--- src/sv/rte_pkg.sv ---
// Shared constants and types for the R-type execute block.
`default_nettype none
package rte_pkg;

  localparam logic [6:0] OP_RTYPE   = 7'h33;
  localparam logic [6:0] F7_BASE    = 7'h00;
  localparam logic [6:0] F7_ALT     = 7'h20;
  localparam logic [4:0] SHAMT_MASK = 5'h1F;
  localparam logic [31:0] PC_STEP   = 32'd4;

  localparam int unsigned XLEN     = 32;
  localparam int unsigned REG_AW   = 5;
  localparam int unsigned REG_NUM  = 32;

  typedef logic [XLEN-1:0]   word_t;
  typedef logic [REG_AW-1:0] reg_idx_t;

  typedef enum logic [2:0] {
    F3_ADD  = 3'd0,
    F3_SLL  = 3'd1,
    F3_SLT  = 3'd2,
    F3_SLTU = 3'd3,
    F3_XOR  = 3'd4,
    F3_SR   = 3'd5,
    F3_OR   = 3'd6,
    F3_AND  = 3'd7
  } funct3_t;

  typedef enum logic [1:0] {
    ERR_NONE   = 2'd0,
    ERR_OPCODE = 2'd1,
    ERR_FUNCT  = 2'd2
  } err_t;

  typedef enum logic {
    KIND_EXEC  = 1'b0,
    KIND_WRITE = 1'b1
  } kind_t;

  // Configuration register byte offsets
  localparam logic [1:0] CFG_START_PC = 2'd0;

  // ALU result bundle
  typedef struct packed {
    word_t res;
    logic  ok;
  } alu_out_t;

endpackage
`default_nettype wire

--- src/sv/rte_if.sv ---
// Valid/ready channel interfaces for instruction beats and result beats.
`default_nettype none
interface rte_in_if;
  logic        valid;
  logic        ready;
  logic        kind;
  logic [6:0]  opcode;
  logic [2:0]  funct3;
  logic [6:0]  funct7;
  logic [4:0]  dest_index;
  logic [4:0]  src1_index;
  logic [4:0]  src2_index;
  logic [31:0] load_value;

  modport source (output valid, kind, opcode, funct3, funct7, dest_index, src1_index,
                  src2_index, load_value, input ready);
  modport sink (input valid, kind, opcode, funct3, funct7, dest_index, src1_index,
                src2_index, load_value, output ready);
endinterface

interface rte_out_if;
  logic        valid;
  logic        ready;
  logic [4:0]  written_index;
  logic [31:0] written_value;
  logic        did_write;
  logic [31:0] pc_now;
  logic        halted;
  logic [1:0]  error_code;

  modport source (output valid, written_index, written_value, did_write, pc_now, halted,
                  error_code, input ready);
  modport sink (input valid, written_index, written_value, did_write, pc_now, halted,
                error_code, output ready);
endinterface
`default_nettype wire

--- src/sv/rte_alu.sv ---
// R-type ALU with funct3/funct7 legality check.
`default_nettype none
module rte_alu (
  input  wire logic [2:0]      funct3,
  input  wire logic [6:0]      funct7,
  input  rte_pkg::word_t       op_a,
  input  rte_pkg::word_t       op_b,
  output rte_pkg::alu_out_t    alu_o
);

  logic       alt;
  logic [4:0] shamt;

  assign alt   = (funct7 == rte_pkg::F7_ALT);
  assign shamt = op_b[4:0] & rte_pkg::SHAMT_MASK;

  always_comb begin
    alu_o.ok  = (funct7 == rte_pkg::F7_BASE) ||
                (alt && (funct3 == rte_pkg::F3_ADD || funct3 == rte_pkg::F3_SR));
    alu_o.res = '0;
    unique case (rte_pkg::funct3_t'(funct3))
      rte_pkg::F3_ADD:  alu_o.res = alt ? op_a - op_b : op_a + op_b;
      rte_pkg::F3_SLL:  alu_o.res = op_a << shamt;
      rte_pkg::F3_SLT:  alu_o.res = {31'd0, $signed(op_a) < $signed(op_b)};
      rte_pkg::F3_SLTU: alu_o.res = {31'd0, op_a < op_b};
      rte_pkg::F3_XOR:  alu_o.res = op_a ^ op_b;
      rte_pkg::F3_SR:   alu_o.res = alt ? rte_pkg::word_t'($signed(op_a) >>> shamt)
                                        : op_a >> shamt;
      rte_pkg::F3_OR:   alu_o.res = op_a | op_b;
      rte_pkg::F3_AND:  alu_o.res = op_a & op_b;
      default:          alu_o.res = '0;
    endcase
  end

endmodule
`default_nettype wire

--- src/sv/rv32_rtype_execute.sv ---
// Top level of the RV32I R-type execute block.
// One beat per clock cycle sustained while the output accepts results. A beat
// reads both sources from the 32x32 register file (synchronous read) into the
// read registers, then executes and commits from the execute stage into the
// result register; a result that waits at the output stalls the beat in the
// execute stage, and a full execute stage stalls the input. A source written
// by the beat committing in the read cycle is forwarded. Register x0 reads as
// zero; a register never written since reset reads as zero through per-entry
// valid bits. Writing start_pc (offset 0) reloads the program counter at once.
`default_nettype none
module rv32_rtype_execute (
  input  wire logic        clk,
  input  wire logic        rst_n,
  rte_in_if.sink           in_ch,
  rte_out_if.source        out_ch,
  input  wire logic        cfg_psel,
  input  wire logic        cfg_penable,
  input  wire logic        cfg_pwrite,
  input  wire logic [1:0]  cfg_paddr,
  input  wire logic [31:0] cfg_pwdata,
  output logic [31:0]      cfg_prdata,
  output logic             cfg_pready
);

  // Configuration and architectural state
  rte_pkg::word_t start_pc_r;
  rte_pkg::word_t pc_r, pc_nxt;
  logic           halt_r, halt_nxt;
  logic           cfg_we;

  // Register file
  rte_pkg::word_t                 rf_mem [rte_pkg::REG_NUM];
  logic [rte_pkg::REG_NUM-1:0]    rf_vld_r;
  rte_pkg::word_t                 rd1_r, rd2_r;

  // Execute stage
  logic               s1_valid_r;
  logic               s1_kind_r;
  logic [6:0]         s1_opcode_r;
  logic [2:0]         s1_funct3_r;
  logic [6:0]         s1_funct7_r;
  rte_pkg::reg_idx_t  s1_dest_r;
  rte_pkg::word_t     s1_load_r;
  logic               s1_sel1_r, s1_sel2_r;
  rte_pkg::word_t     s1_bp1_r, s1_bp2_r;
  rte_pkg::word_t     op_a, op_b;
  rte_pkg::alu_out_t  alu_o;

  // Commit
  logic               s1_go;
  logic               in_acc;
  logic               cm_we;
  rte_pkg::word_t     cm_val;
  rte_pkg::err_t      cm_err;

  // Output register
  logic               out_valid_r;
  rte_pkg::reg_idx_t  out_index_r;
  rte_pkg::word_t     out_value_r;
  logic               out_wr_r;
  rte_pkg::word_t     out_pc_r;
  logic               out_halt_r;
  rte_pkg::err_t      out_err_r;

  assign cfg_pready = 1'b1;
  assign cfg_prdata = start_pc_r;
  assign cfg_we     = cfg_psel && cfg_penable && cfg_pwrite && cfg_pready &&
                      (cfg_paddr == rte_pkg::CFG_START_PC);

  assign s1_go       = s1_valid_r && (!out_valid_r || out_ch.ready);
  assign in_ch.ready = !s1_valid_r || s1_go;
  assign in_acc      = in_ch.valid && in_ch.ready;

  assign op_a = s1_sel1_r ? s1_bp1_r : rd1_r;
  assign op_b = s1_sel2_r ? s1_bp2_r : rd2_r;

  rte_alu u_alu (
    .funct3 (s1_funct3_r),
    .funct7 (s1_funct7_r),
    .op_a   (op_a),
    .op_b   (op_b),
    .alu_o  (alu_o)
  );

  always_comb begin
    cm_we    = 1'b0;
    cm_val   = '0;
    cm_err   = rte_pkg::ERR_NONE;
    pc_nxt   = pc_r;
    halt_nxt = halt_r;
    if (s1_kind_r == rte_pkg::KIND_WRITE) begin
      cm_we  = (s1_dest_r != '0);
      cm_val = s1_load_r;
    end else if (!halt_r) begin
      if (s1_opcode_r != rte_pkg::OP_RTYPE) begin
        cm_err   = rte_pkg::ERR_OPCODE;
        halt_nxt = 1'b1;
      end else if (alu_o.ok) begin
        cm_we  = (s1_dest_r != '0);
        cm_val = alu_o.res;
        pc_nxt = pc_r + rte_pkg::PC_STEP;
      end else begin
        cm_err   = rte_pkg::ERR_FUNCT;
        halt_nxt = 1'b1;
      end
    end
  end

  // Register file array: write at commit, read both sources on accept
  always_ff @(posedge clk) begin
    if (s1_go && cm_we) begin
      rf_mem[s1_dest_r] <= cm_val;
    end
    if (in_acc) begin
      rd1_r <= rf_mem[in_ch.src1_index];
      rd2_r <= rf_mem[in_ch.src2_index];
    end
  end

  always_ff @(posedge clk) begin
    if (!rst_n) begin
      rf_vld_r <= '0;
    end else if (s1_go && cm_we) begin
      rf_vld_r[s1_dest_r] <= 1'b1;
    end
  end

  // Bypass select: forward the committing value, or zero for an unwritten entry
  always_ff @(posedge clk) begin
    if (in_acc) begin
      s1_kind_r   <= in_ch.kind;
      s1_opcode_r <= in_ch.opcode;
      s1_funct3_r <= in_ch.funct3;
      s1_funct7_r <= in_ch.funct7;
      s1_dest_r   <= in_ch.dest_index;
      s1_load_r   <= in_ch.load_value;
      if (s1_go && cm_we && s1_dest_r == in_ch.src1_index) begin
        s1_sel1_r <= 1'b1;
        s1_bp1_r  <= cm_val;
      end else begin
        s1_sel1_r <= !rf_vld_r[in_ch.src1_index];
        s1_bp1_r  <= '0;
      end
      if (s1_go && cm_we && s1_dest_r == in_ch.src2_index) begin
        s1_sel2_r <= 1'b1;
        s1_bp2_r  <= cm_val;
      end else begin
        s1_sel2_r <= !rf_vld_r[in_ch.src2_index];
        s1_bp2_r  <= '0;
      end
    end
  end

  always_ff @(posedge clk) begin
    if (!rst_n) begin
      s1_valid_r  <= 1'b0;
      out_valid_r <= 1'b0;
      pc_r        <= '0;
      start_pc_r  <= '0;
      halt_r      <= 1'b0;
    end else begin
      if (in_acc) begin
        s1_valid_r <= 1'b1;
      end else if (s1_go) begin
        s1_valid_r <= 1'b0;
      end
      if (s1_go) begin
        out_valid_r <= 1'b1;
      end else if (out_ch.ready) begin
        out_valid_r <= 1'b0;
      end
      if (cfg_we) begin
        start_pc_r <= cfg_pwdata;
        pc_r       <= cfg_pwdata;
      end else if (s1_go) begin
        pc_r <= pc_nxt;
      end
      if (s1_go) begin
        halt_r <= halt_nxt;
      end
    end
  end

  always_ff @(posedge clk) begin
    if (s1_go) begin
      out_index_r <= cm_we ? s1_dest_r : '0;
      out_value_r <= cm_we ? cm_val : '0;
      out_wr_r    <= cm_we;
      out_pc_r    <= pc_nxt;
      out_halt_r  <= halt_nxt;
      out_err_r   <= cm_err;
    end
  end

  assign out_ch.valid         = out_valid_r;
  assign out_ch.written_index = out_index_r;
  assign out_ch.written_value = out_value_r;
  assign out_ch.did_write     = out_wr_r;
  assign out_ch.pc_now        = out_pc_r;
  assign out_ch.halted        = out_halt_r;
  assign out_ch.error_code    = out_err_r;

endmodule
`default_nettype wire
--- src/flat_wrapper.sv ---
// flat-port wrapper written by rule: the top's interface ports become plain ports
module rv32_rtype_execute_flat 
  (clk, rst_n, cfg_psel, cfg_penable, cfg_pwrite, cfg_paddr, cfg_pwdata, cfg_prdata, cfg_pready, in_ch_valid, in_ch_kind, in_ch_opcode, in_ch_funct3, in_ch_funct7, in_ch_dest_index, in_ch_src1_index, in_ch_src2_index, in_ch_load_value, in_ch_ready, out_ch_valid, out_ch_written_index, out_ch_written_value, out_ch_did_write, out_ch_pc_now, out_ch_halted, out_ch_error_code, out_ch_ready);
  rte_in_if in_ch_i ();
  rte_out_if out_ch_i ();
  input  wire logic clk;
  input  wire logic rst_n;
  input  wire logic cfg_psel;
  input  wire logic cfg_penable;
  input  wire logic cfg_pwrite;
  input  wire logic [1:0] cfg_paddr;
  input  wire logic [31:0] cfg_pwdata;
  output logic [31:0] cfg_prdata;
  output logic cfg_pready;
  input wire logic [$bits(in_ch_i.valid)-1:0] in_ch_valid;
  input wire logic [$bits(in_ch_i.kind)-1:0] in_ch_kind;
  input wire logic [$bits(in_ch_i.opcode)-1:0] in_ch_opcode;
  input wire logic [$bits(in_ch_i.funct3)-1:0] in_ch_funct3;
  input wire logic [$bits(in_ch_i.funct7)-1:0] in_ch_funct7;
  input wire logic [$bits(in_ch_i.dest_index)-1:0] in_ch_dest_index;
  input wire logic [$bits(in_ch_i.src1_index)-1:0] in_ch_src1_index;
  input wire logic [$bits(in_ch_i.src2_index)-1:0] in_ch_src2_index;
  input wire logic [$bits(in_ch_i.load_value)-1:0] in_ch_load_value;
  output wire logic [$bits(in_ch_i.ready)-1:0] in_ch_ready;
  output wire logic [$bits(out_ch_i.valid)-1:0] out_ch_valid;
  output wire logic [$bits(out_ch_i.written_index)-1:0] out_ch_written_index;
  output wire logic [$bits(out_ch_i.written_value)-1:0] out_ch_written_value;
  output wire logic [$bits(out_ch_i.did_write)-1:0] out_ch_did_write;
  output wire logic [$bits(out_ch_i.pc_now)-1:0] out_ch_pc_now;
  output wire logic [$bits(out_ch_i.halted)-1:0] out_ch_halted;
  output wire logic [$bits(out_ch_i.error_code)-1:0] out_ch_error_code;
  input wire logic [$bits(out_ch_i.ready)-1:0] out_ch_ready;
  assign in_ch_i.valid = in_ch_valid;
  assign in_ch_i.kind = in_ch_kind;
  assign in_ch_i.opcode = in_ch_opcode;
  assign in_ch_i.funct3 = in_ch_funct3;
  assign in_ch_i.funct7 = in_ch_funct7;
  assign in_ch_i.dest_index = in_ch_dest_index;
  assign in_ch_i.src1_index = in_ch_src1_index;
  assign in_ch_i.src2_index = in_ch_src2_index;
  assign in_ch_i.load_value = in_ch_load_value;
  assign in_ch_ready = in_ch_i.ready;
  assign out_ch_valid = out_ch_i.valid;
  assign out_ch_written_index = out_ch_i.written_index;
  assign out_ch_written_value = out_ch_i.written_value;
  assign out_ch_did_write = out_ch_i.did_write;
  assign out_ch_pc_now = out_ch_i.pc_now;
  assign out_ch_halted = out_ch_i.halted;
  assign out_ch_error_code = out_ch_i.error_code;
  assign out_ch_i.ready = out_ch_ready;
  rv32_rtype_execute u_core (.clk(clk), .rst_n(rst_n), .in_ch(in_ch_i), .out_ch(out_ch_i), .cfg_psel(cfg_psel), .cfg_penable(cfg_penable), .cfg_pwrite(cfg_pwrite), .cfg_paddr(cfg_paddr), .cfg_pwdata(cfg_pwdata), .cfg_prdata(cfg_prdata), .cfg_pready(cfg_pready));
endmodule
--- config.mk ---
export PLATFORM = sky130hd
export DESIGN_NAME = rv32_rtype_execute_flat
export DESIGN_NICKNAME = d
export VERILOG_FILES = /design/src/sv/rte_pkg.sv /design/src/sv/rte_if.sv /design/src/sv/rte_alu.sv /design/src/sv/rv32_rtype_execute.sv /design/src/flat_wrapper.sv
export SDC_FILE = /design/constraint.sdc
export NUM_CORES = 2
export LEC_CHECK = 0
export BUFFER_PORTS_ARGS = -buffer_cell sky130_fd_sc_hd__buf_2
export CORE_MARGIN = 2
export CORE_UTILIZATION = 40
export CTS_CLUSTER_SIZE = 24
export DETAILED_ROUTE_END_ITERATION = 8
export RECOVER_POWER = 25
export SLEW_MARGIN = 10
export SYNTH_ARGS = -nofsm -noshare
export SYNTH_HDL_FRONTEND = slang
export SYNTH_SLANG_ARGS = --single-unit
export TNS_END_PERCENT = 5
--- constraint.sdc ---
create_clock -name clk -period 9.09 [get_ports clk]
set_clock_uncertainty 0.15 [all_clocks]
set_input_delay 1.818 -clock clk [delete_from_list [all_inputs] [get_ports clk]]
set_output_delay 1.818 -clock clk [all_outputs]
set_load 0.02 [all_outputs]
==> impl_metrics.yaml <==
worst_setup_path:
  r2r-end: "u_core.rf_mem[28][16]$_DFFE_PP_"
  setup.worst_path.end: "u_core.rf_mem[28][16]$_DFFE_PP_"
  start_kind: "flip-flop"
  worstPathMaxFanout: 34
  critPathLaunch: "u_core.s1_funct3_r[0]$_DFFE_PP_"
  max_stage_delay_ns: 2.69
  r2r_cells: 10
  crit_path_top_delay_cell: "clkbuf_1"
  ff2ff_setup_slack_ns: 1.17
  reg2reg_from: "u_core.s1_funct3_r[0]$_DFFE_PP_"
  critPathKind: "flip-flop to flip-flop"
  critPathArrivalTime_ns: 8.07
  required_ns: 9.25
  path_cells: "xor2_1 -> o21ai_0 -> and3_1 -> a21oi_1 -> a221o_2 -> clkbuf_1 -> nor2_1 -> nand2_1 -> nor2_1 -> clkbuf_1"
  cp-end-kind: "flip-flop"
logic_synthesis:
  syn-instance-count: 4430
  async_reset_ff_frac: 0
  synthSimpleGateAreaFrac: 0.0513
  syn_area_um2: 69700
  synth_top_flop_cell: "edfxtp_1"
  netlist-cell-type-count: 87
  synth_compound_area_frac: 0.0642
  synth_top_family_by_area: "multiplexers"
  synth_fa_ha_area_frac: 0.0182
  synth_xor_area_frac: 0.0122
  muxShareOfSynthArea: 0.248
  avgSynthCellArea_um2: 15.7
  ys_ff_latch: 1381
  synth-edff-count: 1282
  yosys_warnings: 0
  seq_area_frac_synth: 0.581
clock_network:
  postCtsSetupBuffers: 0
  path_clk_slew_ns: 0.06
  cts_tree: "done"
  clkLatencyLatePin_ns: 0.82
  cts_sinks: 1381
  clockBufferDepth: 3
  ctsResizeCount: 0
  cts.htree.levels: 4
  cts_hold_buf: 0
  cts_buffers: 149
  cts-root-buf: "clkbuf_16"
timing:
  max_slew_margin: -2.04
  fin_crit_sh: 0.871
  holdWs_ns: 0.288
  setup_viol: 0
  finalWorstSetupSlack_ns: 1.17
  hold_viol: 0
  tns_ns: 0
  max_freq_ghz: 0.126
  fin_crit_ns: 7.92
  maxSlewViolCount: 1124
  tightest_slew_ns: 4.57
  rsz0062_at_grt: "no"
grt:
  grt_max_degree: 100
  grt_pass1_vias: 43600
  grt_usage: 0.252
  grt_antenna_before_repair: 8
  grt_pass1_wl_um: 322000
  overflow: 0
placed_design:
  gp_congestion: 0.986
  dp_slack_ns: 2.33
  placed_cell_area_um2: 73800
  port_buffers: 212
  hpwl_um: 143000
floorplan:
  fp.dieH_um: 421
  num_rows: 153
  dieWidth_um: 421
  start_util: 0.402
  core_um2: 173000
  ioPinCount: 214
  die_area_um2: 178000
cells_and_area:
  n_fill_cell: 15200
  syn2layout_area_growth_pct: 12.3
  fin_nets: 4817
  final_cell_area_um2: 78300
  final_layout_size_suffix_gt1_frac: 0.244
run:
  maxCapViolCount: 29
worst_hold_path:
  worst_hold_path_type: "flip-flop to flip-flop"
routing:
  first_iter_violations: 5724
  dr.pass1.iters: 6
  ant_nets: 0
  vias: 44100
  drc_errors: 0
  vias_per_cell: 6.25
  drt-total-wl_um: 226000
  wl_per_cell_um: 32.0
pwr:
  p_leak_nw: 26.3
  power_density_nw_per_um2: 188
  ir_drop_v: 0.000220
run_status:
  violations: "capacitance limit, slew limit"
  run_status: "finished with violations"
==> metal layers <==
layer  up-vias  share of wire  global-route usage
met5         -        0.00026                   0
met4         8          0.038              0.0906
met3       434          0.080              0.0427
met2      2191           0.48               0.403
met1     23300           0.40               0.347
li1      18200              -                   -
==> layout by cell type (no fill, tap or decap), types with 14 or more instances in the layout <==
cell type,n
mux2_2,43
nand4_1,25
mux4_2,660
buf_4,87
xor2_1,32
conb_1,33
clkbuf_16,149
mux2i_1,143
nand2_1,316
or3_1,14
o21ai_0,152
nor3_1,36
o31ai_1,18
ha_1,98
a211oi_1,32
buf_2,95
xnor2_1,65
a21oi_1,181
o211ai_1,38
bufinv_16,15
edfxtp_1,1282
a21boi_0,56
o22ai_1,18
mux2_1,34
clkinv_1,30
o21a_1,40
nand3_1,50
nor2_1,270
a31oi_1,20
clkbuf_1,158
nor4_1,14
dfxtp_1,99
inv_1,123
==> how the worst min path moves through the flow <==
| stage | start | endpoint | cells past startpoint | slack, ns |
|---|---|---|---|---|
| CTS | u_core.pc_r[1]$_SDFFE_PN0P_ | u_core.out_ch.pc_now[1]$_DFFE_PP_ | 0 | 0.29 |
| finish | u_core.pc_r[1]$_SDFFE_PN0P_ | u_core.out_ch.pc_now[1]$_DFFE_PP_ | 0 | 0.29 |
| global route | u_core.pc_r[0]$_SDFFE_PN0P_ | u_core.out_ch.pc_now[0]$_DFFE_PP_ | 0 | 0.31 |
| detailed placement | u_core.pc_r[1]$_SDFFE_PN0P_ | u_core.out_ch.pc_now[1]$_DFFE_PP_ | 0 | 0.28 |
| global placement | u_core.pc_r[1]$_SDFFE_PN0P_ | u_core.out_ch.pc_now[1]$_DFFE_PP_ | 0 | 0.26 |
| floorplan | u_core.pc_r[0]$_SDFFE_PN0P_ | u_core.out_ch.pc_now[0]$_DFFE_PP_ | 0 | 0.26 |
==> Yosys cell counts (all sizes together), types with 38 or more instances <==
library cell,instances,share of area
xnor2,65,0.0082
mux4,660,0.21
clkbuf,238,0.013
buf,85,0.0056
o21a,40,0.0043
a21oi,182,0.013
mux2,77,0.012
edfxtp,1282,0.55
dfxtp,99,0.028
nand2,316,0.017
ha,98,0.018
mux2i,151,0.022
inv,126,0.0068
a21boi,56,0.0060
nand3,50,0.0037
o211ai,38,0.0041
o21ai,157,0.011
nor2,280,0.015
==> worst max-delay path, delay by kind of cell (launching register included) <==
| kind | cells | cell delay [ns] |
|---|---|---|
| AOI/OAI and AO/OA | 3 | 0.80 |
| xor gates and xnor gates | 1 | 0.23 |
| buffers and inverters | 2 | 3.64 |
| DFF | 1 | 0.62 |
| and+or+nand+nor | 4 | 1.88 |
==> registers in the layout, indices dropped and copies added, names as in the netlist, 2 cells and up <==
signal and count:
u_core.cfg_prdata 32, u_core.out_ch.error_code 2, u_core.out_ch.pc_now 32, u_core.out_ch.written_index 5
u_core.out_ch.written_value 32, u_core.pc_r 32, u_core.rd1_r 32, u_core.rd2_r 32
u_core.rf_mem 1024, u_core.rf_vld_r 32, u_core.s1_bp1_r 32, u_core.s1_bp2_r 32
u_core.s1_dest_r 5, u_core.s1_funct3_r 3, u_core.s1_funct7_r 7, u_core.s1_load_r 32
u_core.s1_opcode_r 7
==> stage by stage <==
stage	cells	util	power (W)
floorplan	4461	-	0.00815
global placement	6781	0.425	0.00865
detailed placement	6783	0.425	0.00865
CTS	7058	0.454	0.0148
global route	7060	0.451	0.0151
finish	7061	0.451	0.0147
==> cell type report <==
type	instances	area, um2	share of cell area
diodes	1	2.50	0.0000320
clock buffers	188	3930	0.0501
clock inverters	87	996	0.0127
inverters	130	489	0.00625
multi-input cells	2627	27700	0.354
flip-flops and latches	1381	40500	0.517
well taps	2325	2910	0.0372
repair buffers	322	1800	0.0230
==> cell families after synthesis <==
kind of cell / count (synthesis)
AO/OA/AOI/OAI: 693
XOR/XNOR: 97
adder cells (fa/ha/maj): 100
buffers and inverters: 453
flip-flops: 1381
multiplexers: 888
other: 2
AND/OR/NAND/NOR: 816
==> where the power goes <==
group          total (W)  switching [W]  internal, W
registers        0.00712      0.0000606      0.00706
clock network    0.00616        0.00263      0.00353
logic            0.00143       0.000880     0.000551
(Power assumes the default switching activity.)
